### config.mk
export PLATFORM = sky130hd
export DESIGN_NAME = lmbsd_fifo
export DESIGN_NICKNAME = d
export VERILOG_FILES = /design/src/hw/rtl/lmbsd_fifo.sv
export SDC_FILE = /design/constraint.sdc
export NUM_CORES = 1
export LEC_CHECK = 0
export ABC_AREA = 1
export BUFFER_PORTS_ARGS = -buffer_cell sky130_fd_sc_hd__buf_2
export CAP_MARGIN = 20
export CORE_AREA = 2 2 39 41
export DETAILED_ROUTE_END_ITERATION = 8
export DIE_AREA = 0 0 41 43
export PLACE_DENSITY = 0.51
export SLEW_MARGIN = 20
export SYNTH_ARGS = -nofsm -noshare
export SYNTH_HDL_FRONTEND = slang
export SYNTH_SLANG_ARGS = --single-unit
### constraint.sdc
create_clock -name clk -period 1.51 [get_ports clk]
set_clock_uncertainty 0.1 [all_clocks]
set_input_delay 0.302 -clock clk [delete_from_list [all_inputs] [get_ports clk]]
set_output_delay 0.302 -clock clk [all_outputs]
set_load 0.02 [all_outputs]
### src/hw/rtl/lmbsd_fifo.sv
// Small first-in first-out queue built from registers.
// Generic payload; uses no package items.
`default_nettype none

module lmbsd_fifo #(
    parameter int WIDTH = 1,
    parameter int DEPTH = 2
) (
    input  wire logic                             clk,
    input  wire logic                             rst_n,
    input  wire logic                             push,
    input  wire logic [WIDTH-1:0]                 wr_data,
    output logic                                  full,
    input  wire logic                             pop,
    output logic [WIDTH-1:0]                      rd_data,
    output logic                                  empty,
    output logic [$clog2(DEPTH+1)-1:0]            count
);

    localparam int PTR_W = (DEPTH > 1) ? $clog2(DEPTH) : 1;
    localparam int CNT_W = $clog2(DEPTH + 1);

    logic [WIDTH-1:0] slot_reg [DEPTH];
    logic [PTR_W-1:0] wr_ptr_reg;
    logic [PTR_W-1:0] wr_ptr_next;
    logic [PTR_W-1:0] rd_ptr_reg;
    logic [PTR_W-1:0] rd_ptr_next;
    logic [CNT_W-1:0] count_reg;
    logic [CNT_W-1:0] count_next;
    logic             do_push;
    logic             do_pop;

    assign full    = (count_reg == CNT_W'(DEPTH));
    assign empty   = (count_reg == '0);
    assign count   = count_reg;
    assign rd_data = slot_reg[rd_ptr_reg];
    assign do_push = push && !full;
    assign do_pop  = pop && !empty;

    always_comb
    begin
        wr_ptr_next = wr_ptr_reg;
        rd_ptr_next = rd_ptr_reg;
        count_next  = count_reg;
        if (do_push)
        begin
            wr_ptr_next = (wr_ptr_reg == PTR_W'(DEPTH - 1)) ? '0 : wr_ptr_reg + 1'b1;
        end
        if (do_pop)
        begin
            rd_ptr_next = (rd_ptr_reg == PTR_W'(DEPTH - 1)) ? '0 : rd_ptr_reg + 1'b1;
        end
        if (do_push && !do_pop)
        begin
            count_next = count_reg + 1'b1;
        end
        else if (do_pop && !do_push)
        begin
            count_next = count_reg - 1'b1;
        end
    end

    always_ff @(posedge clk or negedge rst_n)
    begin
        if (!rst_n)
        begin
            wr_ptr_reg <= '0;
            rd_ptr_reg <= '0;
            count_reg  <= '0;
        end
        else
        begin
            wr_ptr_reg <= wr_ptr_next;
            rd_ptr_reg <= rd_ptr_next;
            count_reg  <= count_next;
        end
    end

    always_ff @(posedge clk)
    begin
        if (do_push)
        begin
            slot_reg[wr_ptr_reg] <= wr_data;
        end
    end

endmodule

`default_nettype wire

==> run summary <==
Syn Nets = 43
Worst slew pin tran = 276 ps
Reg2reg path depth = 6
Die Width = 41 um
CP Max Fanout = 4
ANT nets after route = 0
Area Overhead vs Synth = 48.8%
Synth cell types = 12
Die area = 1760 um2
GRT Util Overall = 8.81%
Worst Setup SP = count[0]
M3 GR Usage = 4.71%
Yosys Warn Count = 0
Via density = 3.91
Kind of end point of the critical path = output port
Clock root cell = clkbuf_4
Pwr/cell area = 2200 nW/um2
Met2 Use GR = 11.9%
DP Worst Slack = 56.8 ps
Period minus WS final = 1460 ps
Rel. slew slack = 81.5%
Number of diodes = 0
Final period util = 96.4%
Post-Syn Area = 305 um2
Synth Register Bits = 6
Critical path type = reg2out
Final Worst Setup Slack = 54.4 ps
TritonCTS clock tree = built
Max-capacitance violation count = 0
Vias = 274
Critical Path RT = 1110 ps
Maximum VDD drop = 0.788 mV
Initial antenna violation count = 0
Busiest layer in global routing = met2
CP Launch Type = register
Die height = 43 um
Grt ovf = 0
Buffers on Ports = 9
H-tree Lvls = 1
Hold path depth = 1
WL/cell = 8.09 um
DRT iter0 DRCs = 6
Hold Startpoint = wr_data
Row count = 14
Gp weighted congestion = 0.730
Cells after synthesis = 37
Router iterations before antenna repair = 3
Sequential element share of the synthesized area = 52.5%
Status = finished clean
Mapped Avg Cell Area = 8.25 um2
Post-DP HPWL = 438 um
Clock buffer depth = 2
Arrival time of the worst setup path = 1050 ps
Filler cells = 151
Pin count of the biggest net entering global routing = 6
DRC = 0
R2R Setup Slk = 110 ps
Io pins = 10
First-pass GRT wire length = 986 um
Starting density of the core = 22.1%
Setup TNS = 0 ps
Layout cells sized above 1 = 40.7%
# setup viols final = 0
Core Region = 1380 um2
CTS buffer count = 3
RSZ-0062 raised after global routing = false
Worst R2R Start = count[1]
Fmax = 687 MHz
Worst hold path type = in2reg
Met1 usage = 10.3%
Vias in the first global route = 265
Max-slew violations = 0
CTS sink cnt = 6
Final net count = 61
Leak = 0.000237 uW
Final Hold Vio Count = 0
Clock-pin slew on the worst setup and hold paths = 50 ps
Worst-skew pair later-pin latency = 240 ps
Total Routed Length = 566 um
worst paths after layout:
path | to
worst max register to register | count[1]
max in group asynchronous | count[1]
worst max-delay path | full
worst min-delay path | slot_reg[0]
worst min register to register | wr_ptr_reg
min in group asynchronous | rd_ptr_reg
kinds of logic (layout without fill, tap and decap cells):
kind of cell / Yosys count / count (layout) / share of synthesized area, %
compound gates: 2 / 2 / 3.28
xor+xnor: 1 / 1 / 2.87
fa+ha+maj: 1 / 1 / 4.10
buf+inv: 8 / 25 / 9.84
flops: 6 / 6 / 52.5
simple gates: 19 / 19 / 27.5
layout make-up:
| type | instances | area (um2) | share of cell area, % |
|---|---|---|---|
| Clock buffer | 4 | 26.3 | 5.79 |
| Inverter | 8 | 30.0 | 6.61 |
| Multi-Input combinational cell | 23 | 135 | 29.8 |
| Sequential cell | 6 | 163 | 35.8 |
| Tap cell | 16 | 20.0 | 4.41 |
| Timing Repair Buffer | 13 | 80.1 | 17.6 |
Yosys cell counts:
cell | n | share of area [%]
nor2_1 | 2 | 2.5
nand3_1 | 1 | 1.6
nand3b_1 | 1 | 2.5
edfxtp_1 | 2 | 20
nor2_2 | 2 | 4.1
nand4_1 | 1 | 2.1
ha_1 | 1 | 4.1
o21ai_0 | 2 | 3.3
inv_1 | 8 | 9.8
dfrtp_1 | 4 | 33
nand2_1 | 12 | 15
xnor2_1 | 1 | 2.9
cell usage in the layout, fill, tap and decap left out:
cell           instances
o21ai_1                1
nand4_1                1
buf_2                  8
nand3b_1               1
clkbuf_1               1
o21ai_0                1
dfrtp_2                2
dfrtp_1                2
xnor2_1                1
ha_4                   1
nor2_2                 2
clkbuf_4               3
nand3_1                1
inv_1                  7
dlygate4sd3_1          1
buf_4                  4
nor2_4                 1
nand2_1               12
edfxtp_1               2
inv_2                  1
nor2_1                 1
worst max-delay path: stages, from the launching register on:
cell	delay (ps)
dfrtp_2	420
buf_4	140
nor2_4	80
buf_2	170
metal layers:
layer / vias up / wire [um] / share of wire, %
met3: 0 / 42 / 7.4
met2: 7 / 263 / 46
li1: 146 / - / -
met4: 0 / 0 / 0
met5: - / 0 / 0
met1: 121 / 260 / 46
power by group:
part	switching [uW]	internal, uW
clock network	61.9	100
logic	305	235
registers	52.1	246
per-stage QoR:
step           power, uW  utilization, %  instances  area, um2  hold slack, ps
5_1_grt             1110            32.8         70        454             131
3_5_place_dp         761            27.8         63        385            13.5
4_1_cts              983            31.7         70        439             137
2_1_floorplan        621               -         37        313           -93.6
3_3_place_gp         760            27.8         63        385            13.4
6_report            1000            32.8         70        454             143
timing repair:
item / 4_1_cts / 5_1_grt
cloned: 0 / 0
hold endpoints to repair: 4 / 0
hold buffers: 1 / 0
setup buffers: 2 / 0
endpoints found under the setup margin: 1 / 2
gates resized for setup: 1 / 4
Note: power is estimated with default switching activity, not from simulation.
